**src/rtl/core/tbt_pkg.sv**
```systemverilog
// Shared types and widths for the triangle tangent/bitangent core.
// Used by every module under rtl/core; depends on nothing.
package tbt_pkg;

  localparam int POS_W        = 32;  // position and result width
  localparam int UV_W         = 16;  // texture coordinate width
  localparam int UV_FRAC_BITS = 12;  // fraction bits of a UV value
  localparam int DP_W         = POS_W + 1;       // position delta
  localparam int DUV_W        = UV_W + 1;        // UV delta
  localparam int PROD_W       = DP_W + DUV_W;    // one product
  localparam int NUM_W        = PROD_W + 1;      // difference of two products
  localparam int DET_W        = 2 * DUV_W + 1;   // UV determinant
  localparam int Q_W          = 32;              // quotients at or above 2^Q_W saturate
  localparam int EXT_W        = NUM_W + UV_FRAC_BITS;
  localparam int HI_W         = EXT_W - Q_W;
  localparam int DIV_STEPS    = Q_W;
  localparam int STEP_CNT_W   = $clog2(DIV_STEPS);
  localparam int N_LANES      = 6;
  localparam int LANE_W       = $clog2(N_LANES);
  localparam int N_STEPS      = 2 * (N_LANES + 1);  // products per triangle
  localparam int MUL_CNT_W    = $clog2(N_STEPS + 1);
  localparam int QUEUE_DEPTH  = 2;
  localparam int QPTR_W       = $clog2(QUEUE_DEPTH);
  localparam int QCNT_W       = $clog2(QUEUE_DEPTH + 1);

  localparam logic [POS_W-1:0] OUT_MAX = {1'b0, {(POS_W-1){1'b1}}};
  localparam logic [POS_W-1:0] OUT_MIN = {1'b1, {(POS_W-1){1'b0}}};

  // One triangle's deltas, handed from the front to the back.
  typedef struct packed {
    logic [DP_W-1:0]  dp1_x;
    logic [DP_W-1:0]  dp1_y;
    logic [DP_W-1:0]  dp1_z;
    logic [DP_W-1:0]  dp2_x;
    logic [DP_W-1:0]  dp2_y;
    logic [DP_W-1:0]  dp2_z;
    logic [DUV_W-1:0] du1;
    logic [DUV_W-1:0] dv1;
    logic [DUV_W-1:0] du2;
    logic [DUV_W-1:0] dv2;
  } job_t;

  typedef struct packed {
    logic full;
    logic empty;
  } q_stat_t;

endpackage

```
**src/rtl/core/tbt_queue.sv**
```systemverilog
// Short queue of triangle jobs between the front and the back part.
// Depends on tbt_pkg for job_t and the depth.
module tbt_queue import tbt_pkg::*; (
  input  logic    clk,
  input  logic    rst_n,
  input  logic    push,
  input  job_t    push_data,
  input  logic    pop,
  output job_t    head,
  output q_stat_t stat
);

  job_t              mem_r [QUEUE_DEPTH];
  logic [QPTR_W-1:0] wr_ptr_r;
  logic [QPTR_W-1:0] rd_ptr_r;
  logic [QCNT_W-1:0] count_r;
  logic              do_push;
  logic              do_pop;

  assign stat.full  = (count_r == QCNT_W'(QUEUE_DEPTH));
  assign stat.empty = (count_r == '0);
  assign do_push    = push && !stat.full;
  assign do_pop     = pop && !stat.empty;
  assign head       = mem_r[rd_ptr_r];

  always_ff @(posedge clk) begin
    if (!rst_n) begin
      wr_ptr_r <= '0;
      rd_ptr_r <= '0;
      count_r  <= '0;
    end else begin
      if (do_push) begin
        wr_ptr_r <= (wr_ptr_r == QPTR_W'(QUEUE_DEPTH - 1)) ? '0 : wr_ptr_r + 1'b1;
      end
      if (do_pop) begin
        rd_ptr_r <= (rd_ptr_r == QPTR_W'(QUEUE_DEPTH - 1)) ? '0 : rd_ptr_r + 1'b1;
      end
      if (do_push && !do_pop) begin
        count_r <= count_r + 1'b1;
      end else if (do_pop && !do_push) begin
        count_r <= count_r - 1'b1;
      end
    end
  end

  always_ff @(posedge clk) begin
    if (do_push) begin
      mem_r[wr_ptr_r] <= push_data;
    end
  end

endmodule

```
**config.mk**
```make
export PLATFORM = sky130hd
export DESIGN_NAME = tbt_queue
export DESIGN_NICKNAME = d
export VERILOG_FILES = /design/src/rtl/core/tbt_pkg.sv /design/src/rtl/core/tbt_queue.sv
export SDC_FILE = /design/constraint.sdc
export NUM_CORES = 1
export LEC_CHECK = 0
export BUFFER_PORTS_ARGS = -buffer_cell sky130_fd_sc_hd__buf_2
export CAP_MARGIN = 20
export CORE_AREA = 8 8 205 207
export CTS_BUF_LIST = sky130_fd_sc_hd__clkbuf_8 sky130_fd_sc_hd__clkbuf_16
export CTS_CLUSTER_SIZE = 25
export DETAILED_ROUTE_END_ITERATION = 8
export DIE_AREA = 0 0 213 215
export GPL_ROUTABILITY_DRIVEN = 0
export GPL_TIMING_DRIVEN = 0
export PLACE_DENSITY = 0.87
export SLEW_MARGIN = 20
export SYNTH_ARGS = -nofsm -noshare
export SYNTH_HDL_FRONTEND = slang
export SYNTH_SLANG_ARGS = --single-unit
```
**constraint.sdc**
```tcl
create_clock -name clk -period 26.2 [get_ports clk]
set_input_delay 0 -clock clk [delete_from_list [all_inputs] [get_ports clk]]
set_output_delay 0 -clock clk [all_outputs]
set_load 0.005 [all_outputs]
```
**Word level (Yosys, flattened, before mapping)**

Memories as Yosys holds them, arrays and structs flattened. A register that Yosys moved wholly into a read port is not among the register bits.
Cells that the tools add are included.
Widths: inputs -> output; s select.

- Bits in registers: 4
- Bits in writable memories: 532
- Output and inout port bits: 268
- Word-level logic and storage cells: 27
- Memories: 1

Memory list:

| memory | depth | width | read ports | clocked after memory_dff | wr ports | line | text |
|---|---|---|---|---|---|---|---|
| mem_r | 2 | 266 | 1 | 1 | 1 | tbt_queue.sv:13 | `job_t mem_r [QUEUE_DEPTH];` |

- Add/subtract/negate cells: 4
- Eq/ne operators: 1
- Muxes and demuxes: 8
- Reductions and logical operators: 10

Operators by type and width:

| cell | number |
|---|---|
| $mux 1 | 6 |
| $logic_and 1x1->1 | 4 |
| $logic_not 1->1 | 4 |
| $mux 2 | 2 |
| $add 1x1->1 const B | 2 |
| $add 2x1->2 const B | 1 |
| $eq 2x2->1 const B | 1 |
| $logic_not 2->1 | 1 |
| $reduce_bool 2->1 | 1 |
| $sub 2x1->2 const B | 1 |

**Longest topological paths before layout**

- Word-level depth: 7
- Gate-level depth with buffers: 7
- Depth with buffers taken out: 7

**Worst setup path after synthesis**

OpenSTA, ideal clock, no wires.

- Kind: flip-flop to flip-flop
- Start point: register count_r[0]
- End point: register wr_ptr_r
- Data arrival time: 11.442 ns
- Required time: 26.095 ns
- Slack: 14.653 ns
- Cell stages (with the launch flop): 5
- Path buffers: 0
- Path through: dfxtp_1 > nand2b_1 > inv_1 > nor3_2 > o21a_1

RTL lines:

| item | line | text |
|---|---|---|
| start, declared | tbt_queue.sv:16 | `logic [QCNT_W-1:0] count_r;` |
| start signal, assigned | tbt_queue.sv:39 | `count_r <= count_r + 1'b1;` |
| start signal, assigned | tbt_queue.sv:41 | `count_r <= count_r - 1'b1;` |
| end signal, assigned | tbt_queue.sv:33 | `wr_ptr_r <= (wr_ptr_r == QPTR_W'(QUEUE_DEPTH - 1)) ? '0 : wr_ptr_r + 1'b1;` |
| end, declared | tbt_queue.sv:14 | `logic [QPTR_W-1:0] wr_ptr_r;` |

**Final worst setup path**

- Start point: register count_r[0]
- End point: memory mem_r[0][177] in the netlist's numbering (enable)

- Cells in the longest elaborated chain, start to end: 5

RTL lines:

| item | line | text |
|---|---|---|
| $eq 2x2->1 | tbt_queue.sv:20 | `assign stat.full = (count_r == QCNT_W'(QUEUE_DEPTH));` |
| $logic_not 1->1 | tbt_queue.sv:22 | `assign do_push = push && !stat.full;` |
| $logic_and 1x1->1 | tbt_queue.sv:22 |  |
| $mux 1 | tbt_queue.sv:47 | `if (do_push) begin` |
| $mux 1 (not written as such) | tbt_queue.sv:48 | `mem_r[wr_ptr_r] <= push_data;` |
| end, declared | tbt_queue.sv:13 |  |

No other way between the ends.

==> impl_metrics.toml <==
[timing]
period_minus_slack_ps = 2880
fin_ws_ps = 23320
setup_viol = 0
hold_violations = 0
tightestPinTransition_ps = 470.8
fin_skew_ps = 15.27
tns_ps = 0
rsz0062_at_grt = "false"
slew_viol_final = 0
max_freq_mhz = 347.2
slew_headroom = 0.6851
period_share = 0.1099

[min_path]
hold_end = "mem_r[0][249]"
hold_start = "push_data[249]"
hold_depth = 2
hold_class = "in -> reg"

[drt]
top_layer_used = "met4"
routedWlPerCell_um = 26.48
drc = 0
vias = 12263
drt_iter0_markers = 1061
wl_mm = 61.33
wl_met3_mm = 5.997
dr_wl_met2_mm = 31.99
vias_per_cell = 5.295
drtAntennaViolNets = 0
met1Wirelength_mm = 20.91
drtPass1Iterations = 5

[global_routing]
grt_pass1_wl_mm = 87.24
antenna_found_initial = 11
overflow = 0
track_usage = 0.2583
first_global_vias = 13458
grt_max_degree = 56

[synth]
synthArstFlopShare = 0
ys_warn_count = 0
yosys_most_used_dff = "edfxtp_1"
synth_fp_nets = 1124
synth_top_area_frac = 0.7800
avgSynthCellArea_um2 = 24.01
synth-edff-count = 532
syn_inst = 853
seq_area_frac_synth = 0.7849
netlist_area_um2 = 20480
synthDistinctLibCells = 23
synth.top_cells.by_count = "edfxtp_1 (532), mux2_4 (240), mux2_2 (26), buf_6 (16), buf_8 (11)"
synth_top_cell_by_area = "edfxtp_1"
synthTopCellsByArea = "edfxtp_1 (78%), mux2_4 (18%), mux2_2 (1.4%)"
yosysMostFrequentCell = "edfxtp_1"
ys_ff_latch = 537

[die]
fp.dieW_um = 213
core_um2 = 39000
row_count = 73
io_pins = 538
initial_utilization = 0.5251
die_y_um = 215
dieArea_um2 = 45800

[placement]
post-place-ws_ps = 23440
place_hpwl_mm = 35.84
dp_cells = 1940
io_buffers = 537

[power]
max-vdd-ir-drop_v = 0.00008136
p_total_mw = 2.625
leakage_nw = 11.37
powerDensity_nw_per_um2 = 91.66

[setup_path]
critical_path_class = "reg -> reg"
cp-end-kind = "flop"
crit_required_ps = 26470
rr_worst_depth = 10
worstPathArrival_ps = 3150
r2r-start = "count_r[0]"
cp-start-kind = "flop"
cp_max_fo = 17
reg2reg_slack_ps = 23320
crit-reg2reg-capture = "mem_r[0][177]"

[cts]
cts_sinks = 537
cts_buffers = 51
postCtsSetupRepairBufs = 0
htree_levels = 2
clk_pin_slew_worst_paths_ps = 60
cts_tree = "built"
cts_resized = 0
cts.root.buffer_cell = "clkbuf_16"
cts_buffer_depth = 3
clk_latency_ps = 590
hold_buffers = 270

[finish]
stdcell_count = 2316
area_delta_synth_final_pct = 39.84
nNetsFinal = 2009
drive_gt1_frac = 0.5270

[outcome]
status = "complete, no violations"

[flow_run]
drv_cap = 0
==> where the power goes <==
part	total, mW	leakage [nW]	internal, mW	switching, mW
clock network	0.742	0.852	0.416	0.326
registers	1.12	5.01	1.08	0.0370
logic	0.768	5.51	0.406	0.362
==> layout make-up <==
cell class	count	area, µm²
tap	525	656.9
timing repair buffer	832	5813
buffer	30	375.4
multi-input combinational	284	4034
fill	2039	10360
sequential	537	16080
inverter	2	7.507
clock inverter	44	374.1
clock buffer	51	1276
antenna	11	27.53
==> layout by cell type, fill, tap and decap left out, types with 3 or more instances in the layout <==
cell           netlist  layout
buf_2                2     539
edfxtp_1           532     532
dlygate4sd3_1        0     270
mux2_4             240     240
clkbuf_16            0      51
buf_8               11      29
mux2_2              26      26
buf_6               16      18
clkinv_2             0      14
diode_2              0      11
inv_1                2      10
clkinv_1             0       9
bufinv_16            0       6
dfxtp_1              5       5
inv_6                0       5
buf_16               0       4
and2_1               3       3
==> metrics by stage <==
stage	instance area (µm²)	util	hold slack, ps
3_3_place_gp	23830	0.6109	187.2
4_1_cts	28610	0.7336	95.35
6_report	28640	0.7343	137.3
2_1_floorplan	20480	-	98.87
3_5_place_dp	24260	0.6220	191.1
5_1_grt	28640	0.7343	125.1
==> worst max-delay path, cell delays in order (launching register included) <==
cell	delay [ps]
dfxtp_1	440
nand2b_1	190
inv_1	110
nor3_4	390
buf_6	240
buf_8	190
buf_8	190
buf_8	190
buf_8	180
buf_8	210
buf_8	210
==> cells by family after synthesis <==
group                    Yosys count  share of synthesized area
XOR/XNOR                           3                   0.001283
flip-flops                       537                     0.7849
AO/OA/AOI/OAI                      5                   0.001588
AND/OR/NAND/NOR                    9                   0.002689
buffers and inverters             32                    0.01869
adder cells (fa/ha/maj)            1                  0.0006108
multiplexers                     266                     0.1902
==> worst max path at each step <==
stage | slack, ps | startpoint | to
finish | 23320 | count_r[0] | mem_r[0][177]
global route | 23200 | count_r[0] | mem_r[0][177]
CTS | 23420 | count_r[0] | mem_r[0][138]
detailed placement | 23440 | count_r[0] | mem_r[0][176]
global placement | 9840 | count_r[0] | wr_ptr_r
floorplan | 14650 | count_r[0] | wr_ptr_r
==> sequential cells by signal, indices dropped and copies added (netlist names), named ones only <==
name	count
wr_ptr_r	1
rd_ptr_r	1
mem_r	532
count_r	2
==> routing by layer <==
metal / up-vias / global-route usage
li1: 5201 / -
met1: 6128 / 0.2829
met2: 799 / 0.4585
met3: 135 / 0.07350
met4: 0 / 0.1153
met5: - / 0
Note: power is estimated with default switching activity, not from simulation.
