### src/rtl/core/tbt_pkg.sv
// Shared types and widths for the triangle tangent/bitangent core.
// Used by every module under rtl/core; depends on nothing.
package tbt_pkg;

  localparam int POS_W        = 32;  // position and result width
  localparam int UV_W         = 16;  // texture coordinate width
  localparam int UV_FRAC_BITS = 12;  // fraction bits of a UV value
  localparam int DP_W         = POS_W + 1;       // position delta
  localparam int DUV_W        = UV_W + 1;        // UV delta
  localparam int PROD_W       = DP_W + DUV_W;    // one product
  localparam int NUM_W        = PROD_W + 1;      // difference of two products
  localparam int DET_W        = 2 * DUV_W + 1;   // UV determinant
  localparam int Q_W          = 32;              // quotients at or above 2^Q_W saturate
  localparam int EXT_W        = NUM_W + UV_FRAC_BITS;
  localparam int HI_W         = EXT_W - Q_W;
  localparam int DIV_STEPS    = Q_W;
  localparam int STEP_CNT_W   = $clog2(DIV_STEPS);
  localparam int N_LANES      = 6;
  localparam int LANE_W       = $clog2(N_LANES);
  localparam int N_STEPS      = 2 * (N_LANES + 1);  // products per triangle
  localparam int MUL_CNT_W    = $clog2(N_STEPS + 1);
  localparam int QUEUE_DEPTH  = 2;
  localparam int QPTR_W       = $clog2(QUEUE_DEPTH);
  localparam int QCNT_W       = $clog2(QUEUE_DEPTH + 1);

  localparam logic [POS_W-1:0] OUT_MAX = {1'b0, {(POS_W-1){1'b1}}};
  localparam logic [POS_W-1:0] OUT_MIN = {1'b1, {(POS_W-1){1'b0}}};

  // One triangle's deltas, handed from the front to the back.
  typedef struct packed {
    logic [DP_W-1:0]  dp1_x;
    logic [DP_W-1:0]  dp1_y;
    logic [DP_W-1:0]  dp1_z;
    logic [DP_W-1:0]  dp2_x;
    logic [DP_W-1:0]  dp2_y;
    logic [DP_W-1:0]  dp2_z;
    logic [DUV_W-1:0] du1;
    logic [DUV_W-1:0] dv1;
    logic [DUV_W-1:0] du2;
    logic [DUV_W-1:0] dv2;
  } job_t;

  typedef struct packed {
    logic full;
    logic empty;
  } q_stat_t;

endpackage

### src/rtl/core/tbt_front.sv
// Front part: holds the first two vertices of a group and forms the
// triangle deltas on the third one. Depends on tbt_pkg.
module tbt_front import tbt_pkg::*; (
  input  logic                   clk,
  input  logic                   rst_n,
  input  logic                   in_push,
  input  logic                   in_first_of_mesh,
  input  logic signed [POS_W-1:0] in_pos_x,
  input  logic signed [POS_W-1:0] in_pos_y,
  input  logic signed [POS_W-1:0] in_pos_z,
  input  logic signed [UV_W-1:0]  in_tex_u,
  input  logic signed [UV_W-1:0]  in_tex_v,
  input  logic                   q_full,
  output logic                   job_push,
  output job_t                   job
);

  localparam logic [1:0] SLOT_A = 2'd0;
  localparam logic [1:0] SLOT_B = 2'd1;
  localparam logic [1:0] SLOT_C = 2'd2;

  logic [1:0]       slot_r;
  logic [1:0]       slot;
  logic             accept;
  logic [POS_W-1:0] held_x_r [2];
  logic [POS_W-1:0] held_y_r [2];
  logic [POS_W-1:0] held_z_r [2];
  logic [UV_W-1:0]  held_u_r [2];
  logic [UV_W-1:0]  held_v_r [2];

  assign accept = in_push && !q_full;

  // A mesh start, and the unused fourth code, both begin a new group.
  always_comb begin
    slot = slot_r;
    if (in_first_of_mesh || (slot_r != SLOT_A && slot_r != SLOT_B && slot_r != SLOT_C)) begin
      slot = SLOT_A;
    end
  end

  always_ff @(posedge clk) begin
    if (!rst_n) begin
      slot_r <= SLOT_A;
    end else if (accept) begin
      slot_r <= (slot == SLOT_C) ? SLOT_A : slot + 2'd1;
    end
  end

  always_ff @(posedge clk) begin
    if (accept && slot != SLOT_C) begin
      held_x_r[slot[0]] <= in_pos_x;
      held_y_r[slot[0]] <= in_pos_y;
      held_z_r[slot[0]] <= in_pos_z;
      held_u_r[slot[0]] <= in_tex_u;
      held_v_r[slot[0]] <= in_tex_v;
    end
  end

  assign job_push = accept && (slot == SLOT_C);

  assign job.dp1_x = {held_x_r[1][POS_W-1], held_x_r[1]} - {held_x_r[0][POS_W-1], held_x_r[0]};
  assign job.dp1_y = {held_y_r[1][POS_W-1], held_y_r[1]} - {held_y_r[0][POS_W-1], held_y_r[0]};
  assign job.dp1_z = {held_z_r[1][POS_W-1], held_z_r[1]} - {held_z_r[0][POS_W-1], held_z_r[0]};
  assign job.dp2_x = {in_pos_x[POS_W-1], in_pos_x} - {held_x_r[0][POS_W-1], held_x_r[0]};
  assign job.dp2_y = {in_pos_y[POS_W-1], in_pos_y} - {held_y_r[0][POS_W-1], held_y_r[0]};
  assign job.dp2_z = {in_pos_z[POS_W-1], in_pos_z} - {held_z_r[0][POS_W-1], held_z_r[0]};
  assign job.du1   = {held_u_r[1][UV_W-1], held_u_r[1]} - {held_u_r[0][UV_W-1], held_u_r[0]};
  assign job.dv1   = {held_v_r[1][UV_W-1], held_v_r[1]} - {held_v_r[0][UV_W-1], held_v_r[0]};
  assign job.du2   = {in_tex_u[UV_W-1], in_tex_u} - {held_u_r[0][UV_W-1], held_u_r[0]};
  assign job.dv2   = {in_tex_v[UV_W-1], in_tex_v} - {held_v_r[0][UV_W-1], held_v_r[0]};

endmodule

### config.mk
export PLATFORM = sky130hd
export DESIGN_NAME = tbt_front
export DESIGN_NICKNAME = d
export VERILOG_FILES = /design/src/rtl/core/tbt_pkg.sv /design/src/rtl/core/tbt_front.sv
export SDC_FILE = /design/constraint.sdc
export NUM_CORES = 1
export LEC_CHECK = 0
export ABC_AREA = 0
export BUFFER_PORTS_ARGS = -buffer_cell sky130_fd_sc_hd__buf_4
export CORE_MARGIN = 2
export CORE_UTILIZATION = 45
export CTS_CLUSTER_DIAMETER = 100
export DETAILED_ROUTE_END_ITERATION = 8
export PLACE_DENSITY = 0.69
export SETUP_SLACK_MARGIN = 0.5
export SLEW_MARGIN = 40
export SYNTH_ARGS = -nofsm -noshare
export SYNTH_HDL_FRONTEND = slang
export SYNTH_SLANG_ARGS = --single-unit
### constraint.sdc
create_clock -name clk -period 15.8 [get_ports clk]
set_input_delay 2.37 -clock clk [delete_from_list [all_inputs] [get_ports clk]]
set_output_delay 2.37 -clock clk [all_outputs]
set_load 0.01 [all_outputs]
### After elaboration in Yosys (flattened, before gate mapping)

Memory sizes are Yosys's and may differ from the RTL's.
Index checks and enable logic that the tools add are counted.

* add/sub/neg operators: 11
* equal/unequal tests: 4
* mux-type cells: 4
* reductions and logical operators: 8

Operator list (number)
* subtractor 32 x 32 -> 33 bit: 6
* subtractor 16 x 16 -> 17 bit: 4
* logical AND 1 bit: 5
* two-way mux 2 bit: 2
* != test 2 bit (second input constant): 2
* adder 2 x 1 -> 2 bit (second input constant): 1
* == test 2 bit (second input constant): 1
* two-way mux 1 bit: 2
* != test 2 x 1 -> 1 bit (second input constant): 1
* nonzero test 2 bit: 1
* zero test 1 bit: 1
* logical OR 1 bit: 1

* flip-flop bits (word level): 2
* RAM bits: 256
* input bits: 133
* memories: 5

Memories
* held_x_r: depth 2, width 32, read ports 2, clocked after memory_dff 0, wr ports 1, line tbt_front.sv:25 `logic [POS_W-1:0] held_x_r [2];`
* held_y_r: depth 2, width 32, read ports 2, clocked after memory_dff 0, wr ports 1, line tbt_front.sv:26 `logic [POS_W-1:0] held_y_r [2];`
* held_z_r: depth 2, width 32, read ports 2, clocked after memory_dff 0, wr ports 1, line tbt_front.sv:27 `logic [POS_W-1:0] held_z_r [2];`
* held_u_r: depth 2, width 16, read ports 2, clocked after memory_dff 0, wr ports 1, line tbt_front.sv:28 `logic [UV_W-1:0] held_u_r [2];`
* held_v_r: depth 2, width 16, read ports 2, clocked after memory_dff 0, wr ports 1, line tbt_front.sv:29 `logic [UV_W-1:0] held_v_r [2];`

### Logic depth before layout (Yosys ltp)

* word-level depth: 9
* mapped depth: 12
* gate-level depth less buffers: 12

### Worst setup path before layout

No wires, ideal clock.

* kind: input port to flip-flop
* start: in q_full
* end: mem held_u_r[1][0], enable pin
* library setup time: 0.778 ns
* arrival: 11.396 ns
* required time: 15.022 ns
* setup slack: 3.626 ns
* cell stages on the path: 2
* path through: nand2b_1 -> nor3_1

* word-level cells in the longest chain between the ends: 5

RTL lines
* start, declared: line tbt_front.sv:13 `input logic q_full,`
* zero test 1 bit: line tbt_front.sv:31 `assign accept = in_push && !q_full;`
* logical AND 1 bit: line tbt_front.sv:31
* logical AND 1 bit: line tbt_front.sv:50 `if (accept && slot != SLOT_C) begin`
* two-way mux 1 bit: line tbt_front.sv:50
* two-way mux 1 bit (not written as such): line tbt_front.sv:54 `held_u_r[slot[0]] <= in_tex_u;`
* end, declared: line tbt_front.sv:28

No other way between the ends.

==> results.md <==
- Along the worst path, the maximum fanout reaches 4.
- Clock-pin slew was measured on the worst setup and hold paths at 60 ps.
- The class of the tightest hold or removal check is reg2reg.
- The total nets after synthesis is 2476.
- After detailed routing, the average wire length per cell comes to 17.4 um.
- The critical path is of the in2out type.
- STA classifies the critical path startpoint as an input pin.
- The final count of negative-setup-slack endpoints is 0.
- The register area share after synthesis is a little under two fifths.
- The register bit count reported by yosys is roughly 260.
- The number of failing hold endpoints at the final stage came to 0.
- The die is 216 um tall.
- Clock skew on the completed layout was measured at 23.1 ps.
- Summing every instance area after synthesis gives between 20000 and 25000 um^2.
- In this run the number of H-tree levels came out at 1.
- The number of global-route vias before repair is 16500.
- For this design the static power due to leakage is 11.3 nW.
- For the pin with the worst max-slew slack, the measured transition is 767 ps.
- The first global-routing pass estimated 85100 um of wire.
- The maximum number of buffers from clock root to sink is 3.
- The worst register-to-register path has a setup slack of 13540 ps.
- For the finished layout, the period the worst path requires is 7790 ps.
- IR analysis of the VDD net gives a maximum drop of 0.0791 mV.
- The pin count of the biggest net entering global routing is 68.
- The average footprint of a synthesized cell is between 9 and 10 um^2.
- The number of buffers created by CTS is 31.
- The starting density of the core is 45.6%.
- The pre-antenna-repair detailed-routing pass consisted of 5 iterations.
- The total count of max-transition violations in the final report was 0.
- In this run the tool buffered the top-level ports with 399 buffer cells.
- The remaining number of nets flagged by the antenna check after routing is 0.
- The final route contains 17000 vias.
- Overall power consumption after layout is estimated at 2.20 mW.
- Using the TritonRoute via totals, the vias-per-cell ratio works out to 5.45.
- The total DRC errors in the routed layout is 0.
- For this run, asynchronously set or reset flops after synthesis account for 0%.
- Buffers added to address setup during post-CTS repair amount to 0.
- Summed over all failing endpoints, the final setup total negative slack is 0 ps.
- Post-CTS repair changed the size of 0 cells.
- The library cells used most frequently in the layout, excluding fill and tap cells, are 399 x sky130_fd_sc_hd__buf_4, 256 x sky130_fd_sc_hd__ha_1, 256 x sky130_fd_sc_hd__edfxtp_1.
- The congestion estimate from routability-driven global placement came to ~0.92.
- The horizontal die dimension is approximately 220 um.
- TritonCTS built the clock tree.
- The top achievable clock speed is 128 MHz.
- At the worst endpoint, the required time is 13430 ps.
- The number of warnings printed during yosys synthesis is 0.
- Hold repair after CTS inserted 0 buffers.
- The number of flops mapped to enable cells by yosys is 256.
- The endpoint kind of the worst setup timing path is an output pin.
- Setup repair after global routing left no endpoint under its margin.
- The number of filler instances in the final layout is 3911.
- The placement row count is 77.
- In this run the tightest slew margin relative to its limit is 48.2%.
- The leftover overflow at the end of global routing is 0.
- In the post-synthesis netlist, the biggest area contributors are sky130_fd_sc_hd__edfxtp_1 38%, sky130_fd_sc_hd__ha_1 16%, sky130_fd_sc_hd__xnor2_1 5.8%.
- Global routing used 22.4% of the available tracks across all layers.
- The dominant synthesized flop cell is sky130_fd_sc_hd__edfxtp_1.
- For this design, the sink count on the clock tree is about 260.
- In the final design database the tool counted 2897 nets.
- The cell chosen for the clock root is sky130_fd_sc_hd__clkbuf_16.
- Pin placement for this block handled 400 I/O pins.
- In this run the power density over the cells is 87.8 nW/um^2.
- In this run, the number of DRC markers left after iteration 0 of detailed routing was 1053.
- Of the available clock period, the critical path in the final layout requires 49.3%.
- The cell count after synthesis is 2077.
- The number of distinct library cells after synthesis is approximately 80.
- The max-capacitance violation count is 0.
- The number of antenna violations at the first check in global routing is 2.
- In this run the standard cell core region covers around 44000 um^2.
- Data on the critical path arrives at its endpoint at 5420 ps.
- The synthesized design spends more area on one cell type than any other, namely sky130_fd_sc_hd__edfxtp_1.
- Summed over all layers, the routed wires come to 54300 um.
- The top-area cell type share of the netlist area is between 30% and 40%.
- The die covers 46700 um^2.
- The half-perimeter wire length after placement is 43300 um.
- The library cell used most frequently in the layout, excluding fill and tap cells, is sky130_fd_sc_hd__buf_4.
- The run finished with clean final reports.
- The share of post-route cells with drive strength above 1 is a little under a fifth.
- The layout overhead on the synthesized area is 23.9%.
- For the worst-skew pair, the clock arrives at the later sink with an insertion delay of 580 ps.
## state kept, by name (all words and copies together) (netlist names)
register,count
slot_r,2
held_x_r,64
held_y_r,64
held_v_r,32
held_z_r,64
held_u_r,32
## worst max-delay path: stages
cell	delay [ps]
sky130_fd_sc_hd__buf_4	90
sky130_fd_sc_hd__inv_1	40
sky130_fd_sc_hd__ha_1	230
sky130_fd_sc_hd__fa_1	450
sky130_fd_sc_hd__nor2b_4	140
sky130_fd_sc_hd__o31a_1	190
sky130_fd_sc_hd__o41a_1	210
sky130_fd_sc_hd__a311o_1	250
sky130_fd_sc_hd__a41oi_2	230
sky130_fd_sc_hd__or3_1	480
sky130_fd_sc_hd__a21oi_2	260
sky130_fd_sc_hd__nand4_1	130
sky130_fd_sc_hd__a31o_1	220
sky130_fd_sc_hd__buf_4	140
## area by class of cell
| type | count | area (um^2) | area share (%) |
|---|---|---|---|
| antenna | 2 | 5.00 | 0.0200 |
| clock buffer | 36 | 795 | 3.17 |
| clock inverter | 22 | 308 | 1.23 |
| inverter | 229 | 860 | 3.43 |
| multi-input combinational | 1575 | 11600 | 46.2 |
| sequential | 258 | 7730 | 30.8 |
| tap | 592 | 741 | 2.95 |
| timing repair buffer | 403 | 3040 | 12.1 |
## power breakdown
part / internal, mW / switching [mW] / leakage (nW)
Sequential: 0.775 / 0.00520 / 2.37
Combinational: 0.298 / 0.352 / 8.43
Clock: 0.475 / 0.294 / 0.529
Total: 1.55 / 0.651 / 11.3
## metal layers
layer	vias up	track usage, %	share of wire [%]
met5	-	0	0
met4	0	7.49	3.4
met3	95	4.69	6.4
met2	459	38.9	48
met1	7962	27.8	42
li1	8464	-	-
## path summary, 6_finish.rpt
check,start,depth (start not counted),end
setup / recovery,in_pos_z[0],14,job[100]
hold / removal,slot_r[0],2,slot_r[0]
setup reg to reg,slot_r[1],4,held_x_r[1][28]
hold reg to reg,slot_r[0],2,slot_r[0]
## synthesized netlist by cell type, types with 4 or more instances
library cell / n
sky130_fd_sc_hd__o31a_1: 5
sky130_fd_sc_hd__a31o_1: 4
sky130_fd_sc_hd__nand4_1: 22
sky130_fd_sc_hd__a31oi_1: 17
sky130_fd_sc_hd__o31ai_1: 10
sky130_fd_sc_hd__nor2_1: 140
sky130_fd_sc_hd__a2111oi_0: 7
sky130_fd_sc_hd__a21oi_1: 183
sky130_fd_sc_hd__o21bai_1: 22
sky130_fd_sc_hd__nand2b_1: 37
sky130_fd_sc_hd__fa_1: 10
sky130_fd_sc_hd__a211o_1: 4
sky130_fd_sc_hd__a41o_1: 7
sky130_fd_sc_hd__nor2b_1: 29
sky130_fd_sc_hd__o21a_1: 30
sky130_fd_sc_hd__inv_1: 227
sky130_fd_sc_hd__xor2_1: 77
sky130_fd_sc_hd__o21ai_1: 48
sky130_fd_sc_hd__o41ai_1: 4
sky130_fd_sc_hd__nand3_1: 51
sky130_fd_sc_hd__clkbuf_1: 14
sky130_fd_sc_hd__o2111ai_1: 8
sky130_fd_sc_hd__a211oi_1: 20
sky130_fd_sc_hd__o211ai_1: 17
sky130_fd_sc_hd__edfxtp_1: 256
sky130_fd_sc_hd__nor3b_1: 4
sky130_fd_sc_hd__a41oi_1: 9
sky130_fd_sc_hd__a21o_1: 82
sky130_fd_sc_hd__a21boi_1: 11
sky130_fd_sc_hd__nand2_1: 125
sky130_fd_sc_hd__a21boi_0: 5
sky130_fd_sc_hd__o22ai_1: 7
sky130_fd_sc_hd__and3_1: 13
sky130_fd_sc_hd__nor3_1: 44
sky130_fd_sc_hd__o21ai_0: 46
sky130_fd_sc_hd__or3_1: 15
sky130_fd_sc_hd__nor4_1: 4
sky130_fd_sc_hd__and2_1: 7
sky130_fd_sc_hd__ha_1: 256
sky130_fd_sc_hd__xnor2_1: 135
## cell families (layout without fill, tap and decap cells)
kind of cell    Yosys count  count (layout)  share of synthesized area (%)
compound gates          588             588                           19.2
fa+ha+maj               266             266                           16.8
flops                   258             258                           38.2
buf+inv                 244             690                           4.53
mux                       1               1                         0.0495
xor+xnor                212             212                           9.18
simple gates            508             508                           12.0
other cells               0               2                              0
## metrics by stage
stage                     cell area [um^2]  setup WS, ps  hold WS [ps]  util, %  cells
after floorplan                      20200          3630           482        -   2077
after global placement               23900          8050           498     54.0   3057
after detailed placement             24000          8000           511     54.1   3057
after CTS                            25100          8000           519     56.5   3115
after global routing                 25100          7830           556     56.6   3117
final                                25100          8010           514     56.6   3117
No activity file was read; power rests on OpenSTA's default activity.
