[src/rtl/core/tbt_pkg.sv]
// Shared types and widths for the triangle tangent/bitangent core.
// Used by every module under rtl/core; depends on nothing.
package tbt_pkg;

  localparam int POS_W        = 32;  // position and result width
  localparam int UV_W         = 16;  // texture coordinate width
  localparam int UV_FRAC_BITS = 12;  // fraction bits of a UV value
  localparam int DP_W         = POS_W + 1;       // position delta
  localparam int DUV_W        = UV_W + 1;        // UV delta
  localparam int PROD_W       = DP_W + DUV_W;    // one product
  localparam int NUM_W        = PROD_W + 1;      // difference of two products
  localparam int DET_W        = 2 * DUV_W + 1;   // UV determinant
  localparam int Q_W          = 32;              // quotients at or above 2^Q_W saturate
  localparam int EXT_W        = NUM_W + UV_FRAC_BITS;
  localparam int HI_W         = EXT_W - Q_W;
  localparam int DIV_STEPS    = Q_W;
  localparam int STEP_CNT_W   = $clog2(DIV_STEPS);
  localparam int N_LANES      = 6;
  localparam int LANE_W       = $clog2(N_LANES);
  localparam int N_STEPS      = 2 * (N_LANES + 1);  // products per triangle
  localparam int MUL_CNT_W    = $clog2(N_STEPS + 1);
  localparam int QUEUE_DEPTH  = 2;
  localparam int QPTR_W       = $clog2(QUEUE_DEPTH);
  localparam int QCNT_W       = $clog2(QUEUE_DEPTH + 1);

  localparam logic [POS_W-1:0] OUT_MAX = {1'b0, {(POS_W-1){1'b1}}};
  localparam logic [POS_W-1:0] OUT_MIN = {1'b1, {(POS_W-1){1'b0}}};

  // One triangle's deltas, handed from the front to the back.
  typedef struct packed {
    logic [DP_W-1:0]  dp1_x;
    logic [DP_W-1:0]  dp1_y;
    logic [DP_W-1:0]  dp1_z;
    logic [DP_W-1:0]  dp2_x;
    logic [DP_W-1:0]  dp2_y;
    logic [DP_W-1:0]  dp2_z;
    logic [DUV_W-1:0] du1;
    logic [DUV_W-1:0] dv1;
    logic [DUV_W-1:0] du2;
    logic [DUV_W-1:0] dv2;
  } job_t;

  typedef struct packed {
    logic full;
    logic empty;
  } q_stat_t;

endpackage

[src/rtl/core/tbt_div.sv]
// One divider lane: num * 2^UV_FRAC_BITS / det, rounded half away from
// zero and saturated, by restoring division one bit a cycle. Uses tbt_pkg.
module tbt_div import tbt_pkg::*; (
  input  logic                    clk,
  input  logic                    rst_n,
  input  logic                    start,
  input  logic signed [NUM_W-1:0] num,
  input  logic signed [DET_W-1:0] det,
  output logic                    busy,
  output logic [POS_W-1:0]        quo
);

  logic [NUM_W-1:0]      n_mag;
  logic [DET_W-1:0]      d_mag;
  logic [EXT_W-1:0]      n_ext;
  logic [DET_W-1:0]      n_hi;
  logic                  sat_start;
  logic [DET_W-1:0]      rem_r;
  logic [Q_W-1:0]        lo_r;
  logic [Q_W-1:0]        q_r;
  logic [DET_W-1:0]      d_r;
  logic                  neg_r;
  logic                  sat_r;
  logic                  busy_r;
  logic [STEP_CNT_W-1:0] cnt_r;
  logic [DET_W:0]        sh;
  logic [DET_W:0]        diff;
  logic                  ge;
  logic                  rnd;
  logic [Q_W:0]          mag;

  assign n_mag = num[NUM_W-1] ? (~num + 1'b1) : num;
  assign d_mag = det[DET_W-1] ? (~det + 1'b1) : det;
  assign n_ext = {n_mag, {UV_FRAC_BITS{1'b0}}};
  assign n_hi  = {{(DET_W-HI_W){1'b0}}, n_ext[EXT_W-1:Q_W]};
  // The quotient reaches 2^Q_W exactly when the top part already holds det.
  assign sat_start = (n_hi >= d_mag);

  assign sh   = {rem_r, lo_r[Q_W-1]};
  assign diff = sh - {1'b0, d_r};
  assign ge   = (sh >= {1'b0, d_r});

  always_ff @(posedge clk) begin
    if (!rst_n) begin
      busy_r <= 1'b0;
    end else if (start) begin
      busy_r <= !sat_start;
    end else if (busy_r && cnt_r == STEP_CNT_W'(DIV_STEPS - 1)) begin
      busy_r <= 1'b0;
    end
  end

  always_ff @(posedge clk) begin
    if (start) begin
      d_r   <= d_mag;
      neg_r <= num[NUM_W-1] ^ det[DET_W-1];
      sat_r <= sat_start;
      rem_r <= n_hi;
      lo_r  <= n_ext[Q_W-1:0];
      q_r   <= '0;
      cnt_r <= '0;
    end else if (busy_r) begin
      rem_r <= ge ? diff[DET_W-1:0] : sh[DET_W-1:0];
      lo_r  <= {lo_r[Q_W-2:0], 1'b0};
      q_r   <= {q_r[Q_W-2:0], ge};
      cnt_r <= cnt_r + 1'b1;
    end
  end

  assign rnd  = ({rem_r, 1'b0} >= {1'b0, d_r});
  assign mag  = {1'b0, q_r} + {{Q_W{1'b0}}, rnd};
  assign busy = busy_r;

  always_comb begin
    if (sat_r || mag[Q_W:POS_W-1] != '0) begin
      quo = neg_r ? OUT_MIN : OUT_MAX;
    end else if (neg_r) begin
      quo = ~mag[POS_W-1:0] + 1'b1;
    end else begin
      quo = mag[POS_W-1:0];
    end
  end

endmodule

[src/rtl/core/tbt_back.sv]
// Back part: forms the determinant and six numerators on one shared
// multiplier, runs six divider lanes and holds the result. Uses tbt_pkg, tbt_div.
module tbt_back import tbt_pkg::*; (
  input  logic                    clk,
  input  logic                    rst_n,
  input  q_stat_t                 q_stat,
  input  job_t                    q_head,
  output logic                    q_pop,
  output logic                    out_empty,
  input  logic                    out_pop,
  output logic signed [POS_W-1:0] out_tangent_x,
  output logic signed [POS_W-1:0] out_tangent_y,
  output logic signed [POS_W-1:0] out_tangent_z,
  output logic signed [POS_W-1:0] out_bitangent_x,
  output logic signed [POS_W-1:0] out_bitangent_y,
  output logic signed [POS_W-1:0] out_bitangent_z,
  output logic                    out_degenerate
);

  typedef enum logic [2:0] {
    ST_IDLE,
    ST_MUL,
    ST_DIV_GO,
    ST_DIV_WAIT,
    ST_FIN
  } state_t;

  function automatic logic [DP_W-1:0] sext_uv(input logic [DUV_W-1:0] v);
    return {{(DP_W-DUV_W){v[DUV_W-1]}}, v};
  endfunction

  state_t               state_r;
  job_t                 job_r;
  logic [MUL_CNT_W-1:0] cnt_r;
  logic [MUL_CNT_W-1:0] step;
  logic [DP_W-1:0]      op_a;
  logic [DUV_W-1:0]     op_b;
  logic [PROD_W-1:0]    prod_r;
  logic [PROD_W-1:0]    first_r;
  logic [NUM_W-1:0]     term;
  logic [DET_W-1:0]     det_r;
  logic [NUM_W-1:0]     num_r [N_LANES];
  logic                 deg_r;
  logic                 res_valid_r;
  logic [POS_W-1:0]     res_r [N_LANES];
  logic                 res_deg_r;
  logic                 lane_start;
  logic [N_LANES-1:0]   lane_busy;
  logic [POS_W-1:0]     lane_quo [N_LANES];

  // Pairs of products: determinant, then tangent x/y/z, then bitangent x/y/z.
  always_comb begin
    case (cnt_r)
      4'd0:    begin op_a = sext_uv(job_r.du1); op_b = job_r.dv2; end
      4'd1:    begin op_a = sext_uv(job_r.dv1); op_b = job_r.du2; end
      4'd2:    begin op_a = job_r.dp1_x;        op_b = job_r.dv2; end
      4'd3:    begin op_a = job_r.dp2_x;        op_b = job_r.dv1; end
      4'd4:    begin op_a = job_r.dp1_y;        op_b = job_r.dv2; end
      4'd5:    begin op_a = job_r.dp2_y;        op_b = job_r.dv1; end
      4'd6:    begin op_a = job_r.dp1_z;        op_b = job_r.dv2; end
      4'd7:    begin op_a = job_r.dp2_z;        op_b = job_r.dv1; end
      4'd8:    begin op_a = job_r.dp2_x;        op_b = job_r.du1; end
      4'd9:    begin op_a = job_r.dp1_x;        op_b = job_r.du2; end
      4'd10:   begin op_a = job_r.dp2_y;        op_b = job_r.du1; end
      4'd11:   begin op_a = job_r.dp1_y;        op_b = job_r.du2; end
      4'd12:   begin op_a = job_r.dp2_z;        op_b = job_r.du1; end
      4'd13:   begin op_a = job_r.dp1_z;        op_b = job_r.du2; end
      default: begin op_a = '0;                 op_b = '0;        end
    endcase
  end

  assign step = cnt_r - 1'b1;
  assign term = {first_r[PROD_W-1], first_r} - {prod_r[PROD_W-1], prod_r};

  assign q_pop      = (state_r == ST_IDLE) && !q_stat.empty;
  assign lane_start = (state_r == ST_DIV_GO);

  always_ff @(posedge clk) begin
    if (!rst_n) begin
      state_r     <= ST_IDLE;
      res_valid_r <= 1'b0;
    end else begin
      if (out_pop && res_valid_r) begin
        res_valid_r <= 1'b0;
      end
      case (state_r)
        ST_IDLE: begin
          if (!q_stat.empty) begin
            job_r   <= q_head;
            cnt_r   <= '0;
            state_r <= ST_MUL;
          end
        end
        ST_MUL: begin
          if (cnt_r != MUL_CNT_W'(N_STEPS)) begin
            prod_r <= PROD_W'($signed(op_a) * $signed(op_b));
          end
          // The product issued in the previous cycle is consumed here.
          if (cnt_r != '0) begin
            if (!step[0]) begin
              first_r <= prod_r;
            end else if (step[MUL_CNT_W-1:1] == '0) begin
              det_r <= term[DET_W-1:0];
            end else begin
              num_r[LANE_W'(step[MUL_CNT_W-1:1] - 1'b1)] <= term;
            end
          end
          if (cnt_r == MUL_CNT_W'(N_STEPS)) begin
            deg_r   <= (det_r == '0);
            state_r <= (det_r == '0) ? ST_FIN : ST_DIV_GO;
          end else begin
            cnt_r <= cnt_r + 1'b1;
          end
        end
        ST_DIV_GO: begin
          state_r <= ST_DIV_WAIT;
        end
        ST_DIV_WAIT: begin
          if (lane_busy == '0) begin
            state_r <= ST_FIN;
          end
        end
        ST_FIN: begin
          if (!res_valid_r) begin
            for (int i = 0; i < N_LANES; i++) begin
              res_r[i] <= deg_r ? '0 : lane_quo[i];
            end
            res_deg_r   <= deg_r;
            res_valid_r <= 1'b1;
            state_r     <= ST_IDLE;
          end
        end
        default: begin
          state_r <= ST_IDLE;
        end
      endcase
    end
  end

  for (genvar g = 0; g < N_LANES; g++) begin : g_lane
    tbt_div u_div (
      .clk   (clk),
      .rst_n (rst_n),
      .start (lane_start),
      .num   (num_r[g]),
      .det   (det_r),
      .busy  (lane_busy[g]),
      .quo   (lane_quo[g])
    );
  end

  assign out_empty       = !res_valid_r;
  assign out_tangent_x   = res_r[0];
  assign out_tangent_y   = res_r[1];
  assign out_tangent_z   = res_r[2];
  assign out_bitangent_x = res_r[3];
  assign out_bitangent_y = res_r[4];
  assign out_bitangent_z = res_r[5];
  assign out_degenerate  = res_deg_r;

endmodule

[config.mk]
export PLATFORM = sky130hd
export DESIGN_NAME = tbt_back
export DESIGN_NICKNAME = d
export VERILOG_FILES = /design/src/rtl/core/tbt_pkg.sv /design/src/rtl/core/tbt_div.sv /design/src/rtl/core/tbt_back.sv
export SDC_FILE = /design/constraint.sdc
export NUM_CORES = 2
export LEC_CHECK = 0
export BUFFER_PORTS_ARGS = -buffer_cell sky130_fd_sc_hd__buf_2
export CAP_MARGIN = 20
export CORE_MARGIN = 1
export CORE_UTILIZATION = 42
export DETAILED_ROUTE_END_ITERATION = 6
export PLACE_DENSITY = 0.58
export SYNTH_ARGS = -nofsm -noshare
export SYNTH_HDL_FRONTEND = slang
export SYNTH_SLANG_ARGS = --single-unit
[constraint.sdc]
create_clock -name clk -period 14.2 [get_ports clk]
set_input_delay 2.84 -clock clk [delete_from_list [all_inputs] [get_ports clk]]
set_output_delay 2.84 -clock clk [all_outputs]
set_load 0.01 [all_outputs]
# Yosys cells after proc, flatten, opt, wreduce, memory -nomap -nowiden
# Memory sizes are Yosys's and may differ from the RTL's.
# Index checks and enable logic that the tools add are counted.
# word_totals
ff_bits,1016
mem_bits_rw,498
inputBits,271
output_inout_bits,195
elab_cells,337
n_memories,2
# op_classes
n_addsub,35
n_mul,1
order_cmp,18
n_eq_ne,30
mux,97
bitwise_logic,22
reduce_logical,65
# memory_table
name,words,word_bits,rd,rd_ports_with_merged_regs,write_ports,line,rtl
num_r,6,51,6,0,1,tbt_back.sv:42,logic [NUM_W-1:0] num_r [N_LANES];
res_r,6,32,6,0,6,tbt_back.sv:45,logic [POS_W-1:0] res_r [N_LANES];
# ops
cell,count
32-bit two-way mux,36
36-bit by 35-bit greater-or-equal comparator with 1-bit output,12
31-bit two-way mux,12
"51-bit by 1-bit adder with 51-bit output, second input constant",6
51-bit two-way mux,6
51-bit NOT,6
33-bit case mux with 8 select lines,1
35-bit two-way mux,7
31-bit by 35-bit greater-or-equal comparator with 1-bit output,6
35-bit subtractor,6
32-bit by 1-bit adder with 33-bit output,6
"32-bit by 1-bit adder with 32-bit output, second input constant",6
32-bit NOT,6
17-bit case mux with 4 select lines,1
50-bit by 50-bit subtractor with 51-bit output,1
33-bit by 17-bit multiplier with 50-bit output,1
2-bit nonzero test,19
"35-bit by 1-bit adder with 35-bit output, second input constant",1
35-bit zero test,1
35-bit NOT,1
"5-bit by 1-bit adder with 5-bit output, second input constant",6
"5-bit equality test, second input constant",6
"4-bit equality test, second input constant",7
1-bit two-way mux,25
other kinds (30),83

# Depth between registers and ports, before layout
# depth
word_depth,8
ltp_mapped,34
mapped_depth_nobuf,31

# Cells and area by module
# Synthesis repeated with hierarchy kept, for this count alone.
# hier_totals
hier_cells,12609
area_unflattened_um2,122967.9
# modules_own_cells
module,n_inst,cells_per_inst,area_each_um2,seq_area_each_um2
tbt_div (g_lane[0].u_div ...),5,1423,11673.7,3483.3
tbt_back,1,4062,52771.9,27256.1
tbt_div (g_lane[5].u_div),1,1432,11827.6,3483.3

# Worst setup path after synthesis
# OpenSTA, ideal clock, no wires.
# synth_timing
path_type,input to register
startpoint,input port q_stat[0] (netlist bit)
endpoint,"register cnt_r[0], enable pin"
setup_time_ns,0.325
arrival_time_ns,10.161
required_time_ns,13.875
path_slack_ns,3.713
cell_stages,3
path_cell_list,nor4_1 > and2_1 > or2_2
# synth_between
elab_chain_len,2
# synth_rtl
element,line,rtl
from (decl),tbt_back.sv:6,"input q_stat_t q_stat,"
2-bit != test (no line),--,
4-bit AND reduction (no line),--,
to (signal assigned),tbt_back.sv:112,cnt_r <= cnt_r + 1'b1;
to (decl),tbt_back.sv:34,logic [MUL_CNT_W-1:0] cnt_r;
# No other way between the ends.
# A chain may end at the register's enable or synchronous reset.

# Worst setup path after layout
# layout_timing
startpoint,register cnt_r[0]
endpoint,"register prod_r[48], data pin"
# layout_between
elab_chain_len,4
word_cells_on_any_way,27
cone_classes,mul (1); eq/ne (13); mux (2); reduce/logical (11)
# layout_rtl
element,line,rtl
"4-bit equality test, or another cell as far along",tbt_back.sv:53,case (cnt_r)
"4-bit OR reduction (no line), or another cell as far along",--,
17-bit case mux with 4 select lines / 33-bit case mux with 8 select lines (equally long branches),tbt_back.sv:53,
33-bit by 17-bit multiplier with 50-bit output *,tbt_back.sv:96,prod_r <= PROD_W'($signed(op_a) * $signed(op_b));
to (signal assigned),tbt_back.sv:96,
to (decl),tbt_back.sv:38,logic [PROD_W-1:0] prod_r;
# Every way passes the cells marked *; elsewhere a longest branch is shown, timed or not.

==> run_results.csv <==
group,metric,value,unit
clocking,h-tree-depth,4,
outcome,status,"finished, final reports clean",
hold_path,hold_class,"register to register",
synthesis,synth_mux_area_share,2.82,%
synthesis,synth_edf_count,1258,
clocking,clockBufferDepth,4,
synthesis,syn-mean-instance-area,9.65,um2
synthesis,synth-seq-cells,1514,
timing,fmax,99.0,MHz
clocking,clockRootBuffer,"clkbuf_16",
timing,setup_tns,0,ns
synthesis,ys_types,92,
routing,drtPass1Iterations,7,
routing,drtIter0Drc,6498,
synthesis,synthAdderAreaFrac,16.7,%
clocking,postCtsHoldBufs,0,
clocking,cts.clk_slew.worst_paths,0.06,ns
finish,area_growth,11.4,%
clocking,numCtsBuffers,188,
critical_path,slowest_stage,"a211oi_2",
critical_path,cp_max_fo,33,
critical_path,start_kind,"register",
routing,wl_per_cell,21.3,um
global_route,grt_use_total,24.1,%
synthesis,synth_compound_area_share,14.7,%
floorplan,dieArea,265000,um2
routing,drc,0,
routing,vias,87100,
timing,hold_viol,0,
placed_design,dp_slack,4.14,ns
timing,worst_pin_slew,1.21,ns
global_route,antenna_found_initial,24,
timing,fin_crit_sh,71.2,%
clocking,cts_repair_resize_count,0,
synthesis,netlist_instances,11500,
critical_path,crit_arrival,10.71,ns
synthesis,synth-xor-area-share,6.53,%
synthesis,synthFlopType,"edfxtp_1",
floorplan,fp.coreArea,262000,um2
critical_path,path_common_cell,"fa_1",
finish,postLayoutCellArea,123000,um2
global_route,grt_pass1_vias,84900,
run,cap_viol_max_count,0,
routing,via_per_inst,5.67,
critical_path,worstPathRequired,14.80,ns
timing,clock_skew,0.120,ns
routing,wl,328000,um
floorplan,row_count,188,
floorplan,die_h,515,um
critical_path,critPathMaxStageDelay,1.02,ns
synthesis,synth_nets,12900,
critical_path,end_kind,"register",
timing,finalSetupViolations,0,
timing,rsz0062_at_grt,"no",
clocking,worstSkewPairLatency,0.90,ns
timing,slew_headroom,19.3,%
floorplan,die_w,515,um
placed_design,dpl.hpwl,250000,um
finish,drive_gt1_share,9.39,%
global_route,grt_pass1_wl,497000,um
finish,nets,13100,
floorplan,io_pins,466,
routing,postRouteAntennaNets,0,
global_route,grt_max_degree,190,
synthesis,async_flop_share,0,%
clocking,cts_tree,"done",
placed_design,placed_cell_area,117000,um2
clocking,cts_sinks,1514,
timing,timing.final.ws_setup,4.10,ns
synthesis,yosysWarningCount,0,
clocking,post_cts_buffers,0,
global_route,grt-ovfl-total,0,
synthesis,synth_top_family_by_area,"adder cells",
placed_design,port_buffers,464,
synthesis,synth_area,111000,um2
placed_design,gp_congestion,0.973,
timing,period_needed,10.10,ns
critical_path,reg2reg_slack,4.10,ns
timing,slew_violations,0,
synthesis,synth-simple-area-share,15.5,%
floorplan,initial_core_util,42.2,%
synthesis,ys_seq_area_share,38.8,%
critical_path,criticalPathCategory,"register to register",
[placed cells by master, fill, tap and decap left out, types with 62 or more instances in the layout]
| cell | n |
|---|---|
| buf_2 | 465 |
| nor2_1 | 1201 |
| a211oi_1 | 63 |
| o21ai_0 | 562 |
| o21a_1 | 66 |
| buf_4 | 161 |
| ha_1 | 607 |
| mux2i_1 | 301 |
| clkbuf_16 | 194 |
| nor3_1 | 178 |
| nand4_1 | 153 |
| o31ai_1 | 138 |
| edfxtp_1 | 1258 |
| nand2_1 | 1073 |
| dfxtp_1 | 250 |
| xnor2_1 | 461 |
| xor2_1 | 351 |
| a21o_1 | 229 |
| o211ai_1 | 62 |
| nor2b_1 | 80 |
| and3_1 | 114 |
| or4_1 | 72 |
| or3_1 | 85 |
| nand3_1 | 278 |
| a31oi_1 | 136 |
| inv_1 | 874 |
| fa_1 | 543 |
| a21oi_1 | 738 |
| nor4_1 | 66 |
| nand2b_1 | 89 |
[metal layers]
layer	vias up	share of wire, %	GRT usage, %
met2	2643	47	40.0
met5	-	0.018	0
met3	578	5.7	3.01
met1	42600	44	32.0
met4	8	4.0	9.18
li1	41300	-	-
[path summary, 6_finish.rpt]
kind / startpoint / endpoint / depth (start not counted)
worst max register to register: cnt_r[0] / prod_r[48] / 30
worst min register to register: prod_r[24] / first_r[24] / 0
worst min-delay path: prod_r[24] / first_r[24] / 0
worst max-delay path: cnt_r[0] / prod_r[48] / 30
[layout make-up]
cell class,count,area [um2]
Clock buffer,238,5100
Sequential cell,1514,42900
Tap cell,3515,4400
Fill cell,24600,139000
Inverter,875,3290
Antenna cell,7,17.5
Timing Repair Buffer,631,3630
Clock inverter,97,1040
Multi-Input combinational cell,8494,62900
[cells in the mapped netlist (52+ instances only)]
cell type	n	share of area, %
nor2_1	1214	4.1
dfxtp_1	256	4.6
o31ai_1	138	0.94
nand2_1	1076	3.7
edfxtp_1	1258	34
a211oi_1	71	0.48
o211ai_1	62	0.42
nand2b_1	93	0.53
clkbuf_1	491	1.7
nor2b_1	83	0.47
a21o_1	229	1.6
nand4_1	153	0.87
and3_1	114	0.64
o21a_1	66	0.45
nand3_1	278	1.3
xor2_1	356	2.8
a21oi_1	741	3.4
nor3_1	180	0.81
xnor2_1	468	3.7
or3_1	85	0.48
mux2i_1	301	2.7
or4_1	72	0.49
a22o_1	52	0.41
a31oi_1	137	0.77
buf_1	77	0.26
o41ai_1	60	0.48
o21ai_0	564	2.6
fa_1	543	9.8
ha_1	607	6.9
nor4_1	73	0.41
inv_1	874	3.0
[state kept, by name (all words and copies together), names as in the netlist, 4 cells and up]
name                flops
num_r                 306
job_r                 266
g_lane.u_div.rem_r    210
g_lane.u_div.q_r      192
res_r                 192
g_lane.u_div.lo_r     120
first_r                50
prod_r                 50
det_r                  35
g_lane.u_div.d_r       35
g_lane.u_div.cnt_r     30
g_lane.u_div.busy       6
g_lane.u_div.neg_r      6
g_lane.u_div.sat_r      6
cnt_r                   4
[critical path, delay by kind of cell (launching register included)]
family,cells,cell delay [ns]
fa+ha+maj,8,3.82
compound gates,8,3.27
simple gates,6,1.06
buf+inv,6,0.71
flops,1,0.51
mux,1,0.41
xor+xnor,1,0.10
[per-stage QoR]
stage	util, %	hold WS [ns]	std cells
floorplan	-	0.424	11500
global placement	44.7	0.434	15000
detailed placement	44.7	0.434	15000
CTS	47.0	0.433	15400
global route	47.0	0.446	15400
finish	47.0	0.432	15400
[logic make-up after synthesis]
group / count (synthesis)
fa+ha+maj: 1150
mux: 310
buf+inv: 1449
compound gates: 2541
simple gates: 3669
xor+xnor: 824
flops: 1514
Power is left out: the tool's default activity adds up to more than one toggle a clock period on the data nets, which glitch-free logic cannot reach.
